--- src/rtl/core/oipp_pkg.sv ---
// Shared constants, types and tables of the onset interval period and phase estimator.
`default_nettype none

package oipp_pkg;

  // Q8.16 seconds
  localparam int unsigned TIME_W  = 24;
  localparam int unsigned TOL_W   = 16;
  localparam int unsigned SUM_W   = 32;
  localparam int unsigned PHASE_W = 17;
  localparam int unsigned COUNT_W = 9;
  localparam int unsigned CFG_W   = 24;
  localparam int unsigned CFG_IDX_W = 1;

  localparam int unsigned WINDOW_LENGTH_DEF = 64;
  localparam int unsigned MAX_DIVISOR_DEF   = 5;

  localparam logic [TIME_W-1:0] MINIMUM_CAP_RST     = 24'd6553600;
  localparam logic [TOL_W-1:0]  MATCH_TOLERANCE_RST = 16'd6554;

  // floor(v / x) == (v * ceil(2^27 / x)) >> 27 for every 24-bit v and x up to 8
  localparam int unsigned RECIP_W     = 28;
  localparam int unsigned RECIP_SHIFT = 27;

  typedef enum logic [CFG_IDX_W-1:0] {
    REG_MINIMUM_CAP = 1'b0,
    REG_MATCH_TOL   = 1'b1
  } cfg_reg_e;

  function automatic logic [RECIP_W-1:0] recip_of(input logic [3:0] x);
    logic [RECIP_W-1:0] r;
    case (x)
      4'd1:    r = 28'd134217728;
      4'd2:    r = 28'd67108864;
      4'd3:    r = 28'd44739243;
      4'd4:    r = 28'd33554432;
      4'd5:    r = 28'd26843546;
      4'd6:    r = 28'd22369622;
      4'd7:    r = 28'd19173962;
      4'd8:    r = 28'd16777216;
      default: r = 28'd134217728;
    endcase
    return r;
  endfunction

endpackage

`default_nettype wire

--- src/rtl/core/onset_interval_period_phase.sv ---
// Onset interval period and phase estimator: window store, match pipeline and shared divider.
`default_nettype none

// Intervals of a window are written one per cycle while in_stall_o is low into a 24-bit wide
// synchronous memory of WINDOW_LENGTH entries; an item that does not close the window is taken
// without a stall. The item marked last starts the estimate: the memory is read back once per
// (interval, divisor) pair for every stored interval after the first, one pair per cycle
// through a three-stage match pipeline, followed by pipeline drain, setup and result
// hand-off. A one-bit-per-cycle restoring divider then runs up to three times: 33 steps for
// the period, 26 for the elapsed-time remainder and 41 for the phase fraction, each followed
// by a step that takes its result. While the estimate runs, in_stall_o is high; the result
// waits in an output register, and the next window can be filled while it is not yet taken.
module onset_interval_period_phase #(
  parameter int unsigned WINDOW_LENGTH = oipp_pkg::WINDOW_LENGTH_DEF,
  parameter int unsigned MAX_DIVISOR   = oipp_pkg::MAX_DIVISOR_DEF
) (
  input  wire                                clk_i,
  input  wire                                rst_ni,
  // configuration
  input  wire                                cfg_we_i,
  input  wire [oipp_pkg::CFG_IDX_W-1:0]      cfg_index_i,
  input  wire [oipp_pkg::CFG_W-1:0]          cfg_data_i,
  // request in
  input  wire                                in_valid_i,
  output logic                               in_stall_o,
  input  wire [oipp_pkg::TIME_W-1:0]         interval_i,
  input  wire [oipp_pkg::TIME_W-1:0]         elapsed_since_onset_i,
  input  wire                                last_i,
  // result out
  output logic                               out_valid_o,
  input  wire                                out_stall_i,
  output logic [oipp_pkg::TIME_W-1:0]        period_o,
  output logic [oipp_pkg::PHASE_W-1:0]       phase_turns_o,
  output logic [oipp_pkg::COUNT_W-1:0]       match_count_o,
  output logic                               estimate_valid_o
);

  localparam int unsigned TIME_W    = oipp_pkg::TIME_W;
  localparam int unsigned TOL_W     = oipp_pkg::TOL_W;
  localparam int unsigned SUM_W     = oipp_pkg::SUM_W;
  localparam int unsigned PHASE_W   = oipp_pkg::PHASE_W;
  localparam int unsigned COUNT_W   = oipp_pkg::COUNT_W;
  localparam int unsigned IDX_W     = $clog2(WINDOW_LENGTH);
  localparam int unsigned POS_W     = $clog2(WINDOW_LENGTH + 1);
  localparam int unsigned XW        = $clog2(MAX_DIVISOR + 1);
  localparam int unsigned XS_W      = TIME_W + XW;
  localparam int unsigned CMP_W     = XS_W + TOL_W;
  localparam int unsigned CNT_W     = $clog2((WINDOW_LENGTH - 1) * MAX_DIVISOR + 1);
  localparam int unsigned CNTX_W    = (CNT_W > COUNT_W) ? CNT_W : COUNT_W;
  localparam int unsigned PROD_W    = TIME_W + oipp_pkg::RECIP_W;
  localparam int unsigned DVD_W     = TIME_W + TOL_W + 1;
  localparam int unsigned PER_STEPS = SUM_W + 1;
  localparam int unsigned MOD_STEPS = TIME_W + 2;
  localparam int unsigned DCNT_W    = $clog2(DVD_W + 1);

  localparam logic [TIME_W-1:0]  TIME_MAX  = {TIME_W{1'b1}};
  localparam logic [SUM_W-1:0]   SUM_MAX   = {SUM_W{1'b1}};
  localparam logic [COUNT_W-1:0] COUNT_MAX = {COUNT_W{1'b1}};
  localparam logic [XW-1:0]      X_FIRST   = XW'(1);
  localparam logic [XW-1:0]      X_LAST    = XW'(MAX_DIVISOR);
  localparam logic [PHASE_W-1:0] PHASE_MAX = PHASE_W'(1 << TOL_W);

  typedef enum logic [3:0] {
    S_IDLE,
    S_EVAL,
    S_DRAIN0,
    S_DRAIN1,
    S_SETUP,
    S_PER,
    S_MOD,
    S_PHASE,
    S_DONE
  } state_e;

  state_e state_q;

  // configuration
  logic [TIME_W-1:0] cap_q;
  logic [TOL_W-1:0]  tol_q;

  // window state
  logic [TIME_W-1:0] mem [WINDOW_LENGTH];
  logic [TIME_W-1:0] mem_rdata_q;
  logic [POS_W-1:0]  pos_q;
  logic [TIME_W-1:0] smallest_q;
  logic [TIME_W-1:0] elapsed_q;
  logic [SUM_W-1:0]  sum_q;
  logic [CNT_W-1:0]  cnt_q;

  // pair sequencer
  logic [IDX_W-1:0]  idx_q;
  logic [XW-1:0]     x_q;

  // match pipeline
  logic              s0_vld_q;
  logic [XW-1:0]     s0_x_q;
  logic [XS_W-1:0]   s0_xs_q;
  logic              s1_vld_q;
  logic [XS_W-1:0]   s1_diff_q;
  logic [CMP_W-1:0]  s1_rhs_q;
  logic [TIME_W-1:0] s1_quo_q;

  // divider
  logic [TIME_W-1:0] dvs_q;
  logic [TIME_W-1:0] rem_q;
  logic [DVD_W-1:0]  quo_q;
  logic [DCNT_W-1:0] div_cnt_q;

  // results
  logic [TIME_W-1:0]  per_q;
  logic [PHASE_W-1:0] phase_q;
  logic               out_valid_q;
  logic [TIME_W-1:0]  out_period_q;
  logic [PHASE_W-1:0] out_phase_q;
  logic [COUNT_W-1:0] out_count_q;
  logic               out_est_q;

  logic              in_fire;
  logic [POS_W-1:0]  pos_d;
  logic              pair_last;
  logic [XS_W-1:0]   v_ext;
  logic [XS_W-1:0]   diff_d;
  logic [CMP_W-1:0]  rhs_d;
  logic [PROD_W-1:0] quo_prod;
  logic              match;
  logic [SUM_W:0]    sum_add;
  logic [TIME_W:0]   div_shift;
  logic              div_ge;
  logic [TIME_W-1:0] div_rem_d;
  logic [DVD_W-1:0]  div_quo_d;
  logic [TIME_W-1:0] per_d;
  logic [TIME_W-1:0] mod_r;
  logic [PER_STEPS-1:0] per_dvd;
  logic [DVD_W-1:0]  ph_dvd;
  logic [CNTX_W-1:0] cnt_x;

  assign in_stall_o = (state_q != S_IDLE);
  assign in_fire    = in_valid_i && !in_stall_o;
  assign pos_d      = (pos_q < POS_W'(WINDOW_LENGTH)) ? pos_q + POS_W'(1) : pos_q;
  assign pair_last  = (x_q == X_LAST) && (POS_W'(idx_q) == pos_q - POS_W'(1));

  // stage 1: distance to x * smallest, tolerance bound and floor(v / x)
  assign v_ext    = XS_W'(mem_rdata_q);
  assign diff_d   = (v_ext > s0_xs_q) ? v_ext - s0_xs_q : s0_xs_q - v_ext;
  assign rhs_d    = CMP_W'(tol_q) * CMP_W'(s0_xs_q);
  assign quo_prod = PROD_W'(mem_rdata_q) * PROD_W'(oipp_pkg::recip_of(4'(s0_x_q)));

  // stage 2: |v - x*s| * 2^16 < tol * x*s
  assign match   = {s1_diff_q, {TOL_W{1'b0}}} < s1_rhs_q;
  assign sum_add = {1'b0, sum_q} + (SUM_W + 1)'(s1_quo_q);

  // restoring divider, one quotient bit a cycle
  assign div_shift = {rem_q, quo_q[DVD_W-1]};
  assign div_ge    = div_shift >= {1'b0, dvs_q};
  assign div_rem_d = div_ge ? TIME_W'(div_shift - {1'b0, dvs_q}) : div_shift[TIME_W-1:0];
  assign div_quo_d = {quo_q[DVD_W-2:0], div_ge};

  assign per_d   = (|quo_q[DVD_W-1:TIME_W]) ? TIME_MAX : quo_q[TIME_W-1:0];
  assign mod_r   = (rem_q == '0) ? per_q : rem_q;
  assign per_dvd = {1'b0, sum_q} + PER_STEPS'(cnt_q >> 1);
  assign ph_dvd  = DVD_W'({mod_r, {TOL_W{1'b0}}}) + DVD_W'(per_q >> 1);
  assign cnt_x   = CNTX_W'(cnt_q);

  // window memory and match pipeline payload
  always_ff @(posedge clk_i) begin
    if (in_fire && pos_q < POS_W'(WINDOW_LENGTH)) begin
      mem[pos_q[IDX_W-1:0]] <= interval_i;
    end
    mem_rdata_q <= mem[idx_q];
    s0_x_q      <= x_q;
    s0_xs_q     <= XS_W'(x_q) * XS_W'(smallest_q);
    s1_diff_q   <= diff_d;
    s1_rhs_q    <= rhs_d;
    s1_quo_q    <= quo_prod[oipp_pkg::RECIP_SHIFT +: TIME_W];
  end

  always_ff @(posedge clk_i or negedge rst_ni) begin
    if (!rst_ni) begin
      state_q      <= S_IDLE;
      cap_q        <= oipp_pkg::MINIMUM_CAP_RST;
      tol_q        <= oipp_pkg::MATCH_TOLERANCE_RST;
      pos_q        <= '0;
      smallest_q   <= oipp_pkg::MINIMUM_CAP_RST;
      elapsed_q    <= '0;
      sum_q        <= '0;
      cnt_q        <= '0;
      idx_q        <= '0;
      x_q          <= X_FIRST;
      s0_vld_q     <= 1'b0;
      s1_vld_q     <= 1'b0;
      dvs_q        <= '0;
      rem_q        <= '0;
      quo_q        <= '0;
      div_cnt_q    <= '0;
      per_q        <= '0;
      phase_q      <= '0;
      out_valid_q  <= 1'b0;
      out_period_q <= '0;
      out_phase_q  <= '0;
      out_count_q  <= '0;
      out_est_q    <= 1'b0;
    end else begin
      if (cfg_we_i) begin
        case (cfg_index_i)
          oipp_pkg::REG_MINIMUM_CAP: cap_q <= cfg_data_i[TIME_W-1:0];
          oipp_pkg::REG_MATCH_TOL:   tol_q <= cfg_data_i[TOL_W-1:0];
          default: ;
        endcase
      end

      // S_DONE reloads the output register itself
      if (out_valid_q && !out_stall_i && state_q != S_DONE) begin
        out_valid_q <= 1'b0;
      end

      s0_vld_q <= (state_q == S_EVAL);
      s1_vld_q <= s0_vld_q;
      if (s1_vld_q && match) begin
        sum_q <= sum_add[SUM_W] ? SUM_MAX : sum_add[SUM_W-1:0];
        cnt_q <= cnt_q + CNT_W'(1);
      end

      if (div_cnt_q != '0) begin
        rem_q     <= div_rem_d;
        quo_q     <= div_quo_d;
        div_cnt_q <= div_cnt_q - DCNT_W'(1);
      end

      case (state_q)
        S_IDLE: begin
          if (in_fire) begin
            if (pos_q == '0) begin
              smallest_q <= cap_q;
            end else if (pos_q < POS_W'(WINDOW_LENGTH) && interval_i < smallest_q) begin
              smallest_q <= interval_i;
            end
            pos_q <= pos_d;
            if (last_i) begin
              elapsed_q <= elapsed_since_onset_i;
              idx_q     <= IDX_W'(1);
              x_q       <= X_FIRST;
              state_q   <= (pos_d > POS_W'(1)) ? S_EVAL : S_SETUP;
            end
          end
        end
        S_EVAL: begin
          if (x_q == X_LAST) begin
            x_q   <= X_FIRST;
            idx_q <= idx_q + IDX_W'(1);
          end else begin
            x_q <= x_q + XW'(1);
          end
          if (pair_last) begin
            state_q <= S_DRAIN0;
          end
        end
        S_DRAIN0: state_q <= S_DRAIN1;
        S_DRAIN1: state_q <= S_SETUP;
        S_SETUP: begin
          if (cnt_q == '0) begin
            per_q   <= '0;
            phase_q <= '0;
            state_q <= S_DONE;
          end else begin
            // rounded average: (sum + count/2) / count
            dvs_q     <= TIME_W'(cnt_q);
            rem_q     <= '0;
            quo_q     <= DVD_W'(per_dvd) << (DVD_W - PER_STEPS);
            div_cnt_q <= DCNT_W'(PER_STEPS);
            state_q   <= S_PER;
          end
        end
        S_PER: begin
          if (div_cnt_q == '0) begin
            per_q <= per_d;
            if (per_d == '0 || elapsed_q == '0) begin
              phase_q <= '0;
              state_q <= S_DONE;
            end else begin
              // remainder: (4 * elapsed) mod period
              dvs_q     <= per_d;
              rem_q     <= '0;
              quo_q     <= DVD_W'({elapsed_q, 2'b00}) << (DVD_W - MOD_STEPS);
              div_cnt_q <= DCNT_W'(MOD_STEPS);
              state_q   <= S_MOD;
            end
          end
        end
        S_MOD: begin
          if (div_cnt_q == '0) begin
            // exact multiple counts as a full turn
            rem_q     <= '0;
            quo_q     <= ph_dvd;
            div_cnt_q <= DCNT_W'(DVD_W);
            state_q   <= S_PHASE;
          end
        end
        S_PHASE: begin
          if (div_cnt_q == '0) begin
            phase_q <= quo_q[PHASE_W-1:0];
            state_q <= S_DONE;
          end
        end
        S_DONE: begin
          if (!out_valid_q || !out_stall_i) begin
            out_valid_q  <= 1'b1;
            out_period_q <= per_q;
            out_phase_q  <= phase_q;
            out_count_q  <= (cnt_x > CNTX_W'(COUNT_MAX)) ? COUNT_MAX : cnt_x[COUNT_W-1:0];
            out_est_q    <= (cnt_q != '0);
            pos_q        <= '0;
            smallest_q   <= cap_q;
            sum_q        <= '0;
            cnt_q        <= '0;
            state_q      <= S_IDLE;
          end
        end
        default: state_q <= S_IDLE;
      endcase
    end
  end

  assign out_valid_o      = out_valid_q;
  assign period_o         = out_period_q;
  assign phase_turns_o    = out_phase_q;
  assign match_count_o    = out_count_q;
  assign estimate_valid_o = out_est_q;

  // the match pipeline is empty before the period division starts
  a_pipe_drained: assert property (@(posedge clk_i) disable iff (!rst_ni)
    (state_q == S_SETUP) |-> (!s0_vld_q && !s1_vld_q))
    else $error("match pipeline busy at division setup");

  // a valid estimate goes with a nonzero count and back
  a_est_count: assert property (@(posedge clk_i) disable iff (!rst_ni)
    out_valid_o |-> (estimate_valid_o == (match_count_o != '0)))
    else $error("estimate_valid disagrees with match_count");

  // no matches gives an all-zero result
  a_no_match_zero: assert property (@(posedge clk_i) disable iff (!rst_ni)
    (out_valid_o && !estimate_valid_o) |-> (period_o == '0 && phase_turns_o == '0))
    else $error("nonzero period or phase without matches");

  // phase never exceeds one full turn
  a_phase_range: assert property (@(posedge clk_i) disable iff (!rst_ni)
    out_valid_o |-> (phase_turns_o <= PHASE_MAX))
    else $error("phase beyond one turn");

  // the divider only runs in its own states
  a_div_states: assert property (@(posedge clk_i) disable iff (!rst_ni)
    (div_cnt_q != '0) |-> (state_q == S_PER || state_q == S_MOD || state_q == S_PHASE))
    else $error("divider stepping outside a division state");

endmodule

`default_nettype wire
--- config.mk ---
export PLATFORM = sky130hd
export DESIGN_NAME = onset_interval_period_phase
export DESIGN_NICKNAME = d
export VERILOG_FILES = /design/src/rtl/core/oipp_pkg.sv /design/src/rtl/core/onset_interval_period_phase.sv
export SDC_FILE = /design/constraint.sdc
export NUM_CORES = 2
export LEC_CHECK = 0
export ABC_AREA = 0
export BUFFER_PORTS_ARGS = -buffer_cell sky130_fd_sc_hd__clkbuf_2
export CORE_AREA = 5 5 414 579
export CTS_CLUSTER_DIAMETER = 60
export CTS_CLUSTER_SIZE = 16
export DETAILED_ROUTE_END_ITERATION = 12
export DIE_AREA = 0 0 419 584
export GPL_ROUTABILITY_DRIVEN = 0
export PLACE_DENSITY = 0.62
export SKIP_CTS_REPAIR_TIMING = 1
export SLEW_MARGIN = 20
export SYNTH_ARGS = -nofsm -noshare
export SYNTH_HDL_FRONTEND = slang
export SYNTH_SLANG_ARGS = --single-unit
--- constraint.sdc ---
create_clock -name clk_i -period 20.8 [get_ports clk_i]
set_clock_uncertainty 0.2 [all_clocks]
set_input_delay 4.16 -clock clk_i [delete_from_list [all_inputs] [get_ports clk_i]]
set_output_delay 4.16 -clock clk_i [all_outputs]
set_load 0.01 [all_outputs]
==> metrics.cfg <==
[run_status]
status = finished clean

[floorplan]
boundaryPins = 132
die_h_um = 584
fp.dieW_um = 419
core_um2 = 234000
rows = 210
start_util_pct = 49.8
die_area_um2 = 245000

[grt]
use_met3_pct = 4.39
antenna_found_initial = 22
grt-busiest-layer = met2
gr-usage-all-layers_pct = 26.9
grt_overflow_total = 0
use_met1_pct = 33.4
grt_start_max_net_pins = 149
grt_pass1_vias = 74300
met2_usage_pct = 46.1
grt_pass1_wl_um = 485000

[hold_path]
hold_class = register to register
min_to = s1_vld_q
worstHoldPathCells = 0
hold_start = s0_vld_q

[timing]
setup_tns_ns = 0
fmax_mhz = 104
max_slew_margin_pct = 15.7
postLayoutSetupSlackWorst_ns = 11.18
drv_slew = 0
fin_crit_sh_pct = 46.2
period_minus_slack_ns = 9.62
rsz0062_at_grt = no
tightest_slew_ns = 1.26
final_hold_viol_count = 0
setup-violations-final = 0

[logic_synthesis]
ys_ff_latch = 2023
syn_area_um2 = 116000
synth_top_cell_by_area = edfxtp_1
synth_edf_count = 1536
synth_ff_type = edfxtp_1
synth_top_area_share_pct = 39.7
ys_top_cells_by_area = edfxtp_1, fa_1, mux4_2, dfrtp_1, ha_1
yosysSeqAreaShare_pct = 49.6
ys_warn_count = 0
syn_area_per_cell_um2 = 13.3
synth_cell_types = 99
syn_inst = 8748
synth_fp_nets = 10200
ys_async_sr_fraction_pct = 16.8

[critical_path]
end_kind = register
reg2regPathDepth = 29
critPathMostFrequentCell = fa_1
startpoint_type = register
worstSetupPathType = register to register
worstReg2RegEnd = s1_quo_q[22]
cp.arrival_ns = 10.13
crit_slowest_cell = nor2_1
r2r_slack_ns = 11.18
crit_path_max_incr_delay_ns = 0.92
crit_fanout = 33
critical_path_required_ns = 21.31
crit-reg2reg-launch = s0_x_q[2]

[routing]
dr.pass1.iters = 6
ant_nets = 0
wire_per_inst_um = 27.4
drc = 0
wl_um = 328000
viasPerCell = 5.97
first_iter_violations = 6999
num_vias = 71400

[placement]
hpwlAfterDp_um = 225000
post-place-ws_ns = 11.26
portBuffers = 131

[cells_and_area]
drive_above_1_share_pct = 13.8
fillCellCount = 19200
multiInputGateArea_um2 = 52800
final_common_cell = edfxtp_1
seqCellArea_um2 = 57600
fin_nets = 10200
final_cell_mix = edfxtp_1, inv_1, nand2_1, fa_1, mux4_2
area_growth_pct = 7.98

[cts]
clock-sinks = 2023
clk_path_buf_depth = 4
path_clk_slew_ns = 0.07
root_buffer = clkbuf_16
cts_tree = yes
cts_buffers = 166
htree_levels = 4
clk_latency_ns = 0.83

[flow_run]
max-cap-violations = 0

==> worst max path at each step <==
stage,depth (start not counted),to,startpoint,slack [ns]
finish,29,s1_quo_q[22],s0_x_q[2],11.18
global route,29,s1_quo_q[22],s0_x_q[2],10.77
global placement,27,s1_quo_q[22],s0_x_q[2],11.16
floorplan,30,s1_quo_q[22],s0_x_q[1],13.18
CTS,29,s1_quo_q[22],s0_x_q[2],11.27
detailed placement,29,s1_quo_q[22],s0_x_q[2],11.26
==> routing by layer <==
| layer | share of wire (%) | vias to the layer above |
|---|---|---|
| met5 | 0.010 | - |
| met4 | 5.8 | 4 |
| met3 | 7.3 | 769 |
| met2 | 50 | 2957 |
| met1 | 37 | 37100 |
| li1 | - | 30600 |
==> kinds of logic (layout without fill, tap and decap cells) <==
kind of cell               count (synthesis)  after routing  share of synthesized area [%]
xor gates and xnor gates                 205            205                           1.54
DFF                                     2023           2023                           49.6
AOI/OAI and AO/OA                       1040           1040                           5.83
muxes                                    592            592                           10.6
and+or+nand+nor                         1943           1943                           7.48
buffers and inverters                   1619           1739                           5.29
adders and majority gates               1326           1326                           19.7
other                                      0              7                              0
==> final cells by class <==
| type | count | share of cell area [%] |
|---|---|---|
| antenna | 7 | 0.0140 |
| clock buffer | 197 | 3.44 |
| clock inverter | 36 | 0.364 |
| inverter | 1213 | 3.63 |
| multi-input combinational | 5106 | 42.0 |
| sequential | 2023 | 45.9 |
| tap | 3074 | 3.07 |
| timing repair buffer | 293 | 1.54 |
==> cell usage after synthesis (all sizes together), types with 34 or more instances <==
master  number
edfxtp    1536
inv       1212
nand2      993
fa         843
mux4       504
ha         483
nor2       341
dfrtp      325
clkbuf     317
a21oi      291
o21ai      249
and2       188
dfxtp      148
xnor2      120
a21o       118
nor3        92
buf         89
xor2        85
nand3       63
nand2b      53
mux2        45
mux2i       43
nand4       41
o21bai      40
nor2b       35
nor4        34
==> critical path, delay by kind of cell (launching register included) <==
kind / cells / cell delay, ns
buffers and inverters: 7 / 0.85
XOR/XNOR: 1 / 0.12
adder cells (fa/ha/maj): 8 / 3.85
AND/OR/NAND/NOR: 5 / 2.23
AO/OA/AOI/OAI: 8 / 1.97
flip-flops: 1 / 0.31
==> sequential cells by signal, indices dropped and copies added, names as in the netlist, 9 cells and up <==
name           cells
mem             1536
s1_rhs_q          43
quo_q             41
sum_q             32
s0_xs_q           27
s1_diff_q         27
cap_q             24
dvs_q             24
elapsed_q         24
mem_rdata_q       24
per_q             24
period_o          24
rem_q             24
s1_quo_q          24
smallest_q        24
phase_q           17
phase_turns_o     17
tol_q             16
cnt_q              9
match_count_o      9
==> through the flow <==
step	util, %	std cells	instance area (um2)	hold WS, ns
6_report	53.7	11900	125000	0.187
5_1_grt	53.7	11900	125000	0.194
4_1_cts	53.7	11900	125000	0.190
3_5_place_dp	51.7	11700	121000	0.173
3_3_place_gp	51.7	11700	121000	0.179
2_1_floorplan	-	8748	116000	0.131
Power is not shown: default switching activity piles up to over one toggle a cycle in this logic, so the estimate is an artifact.
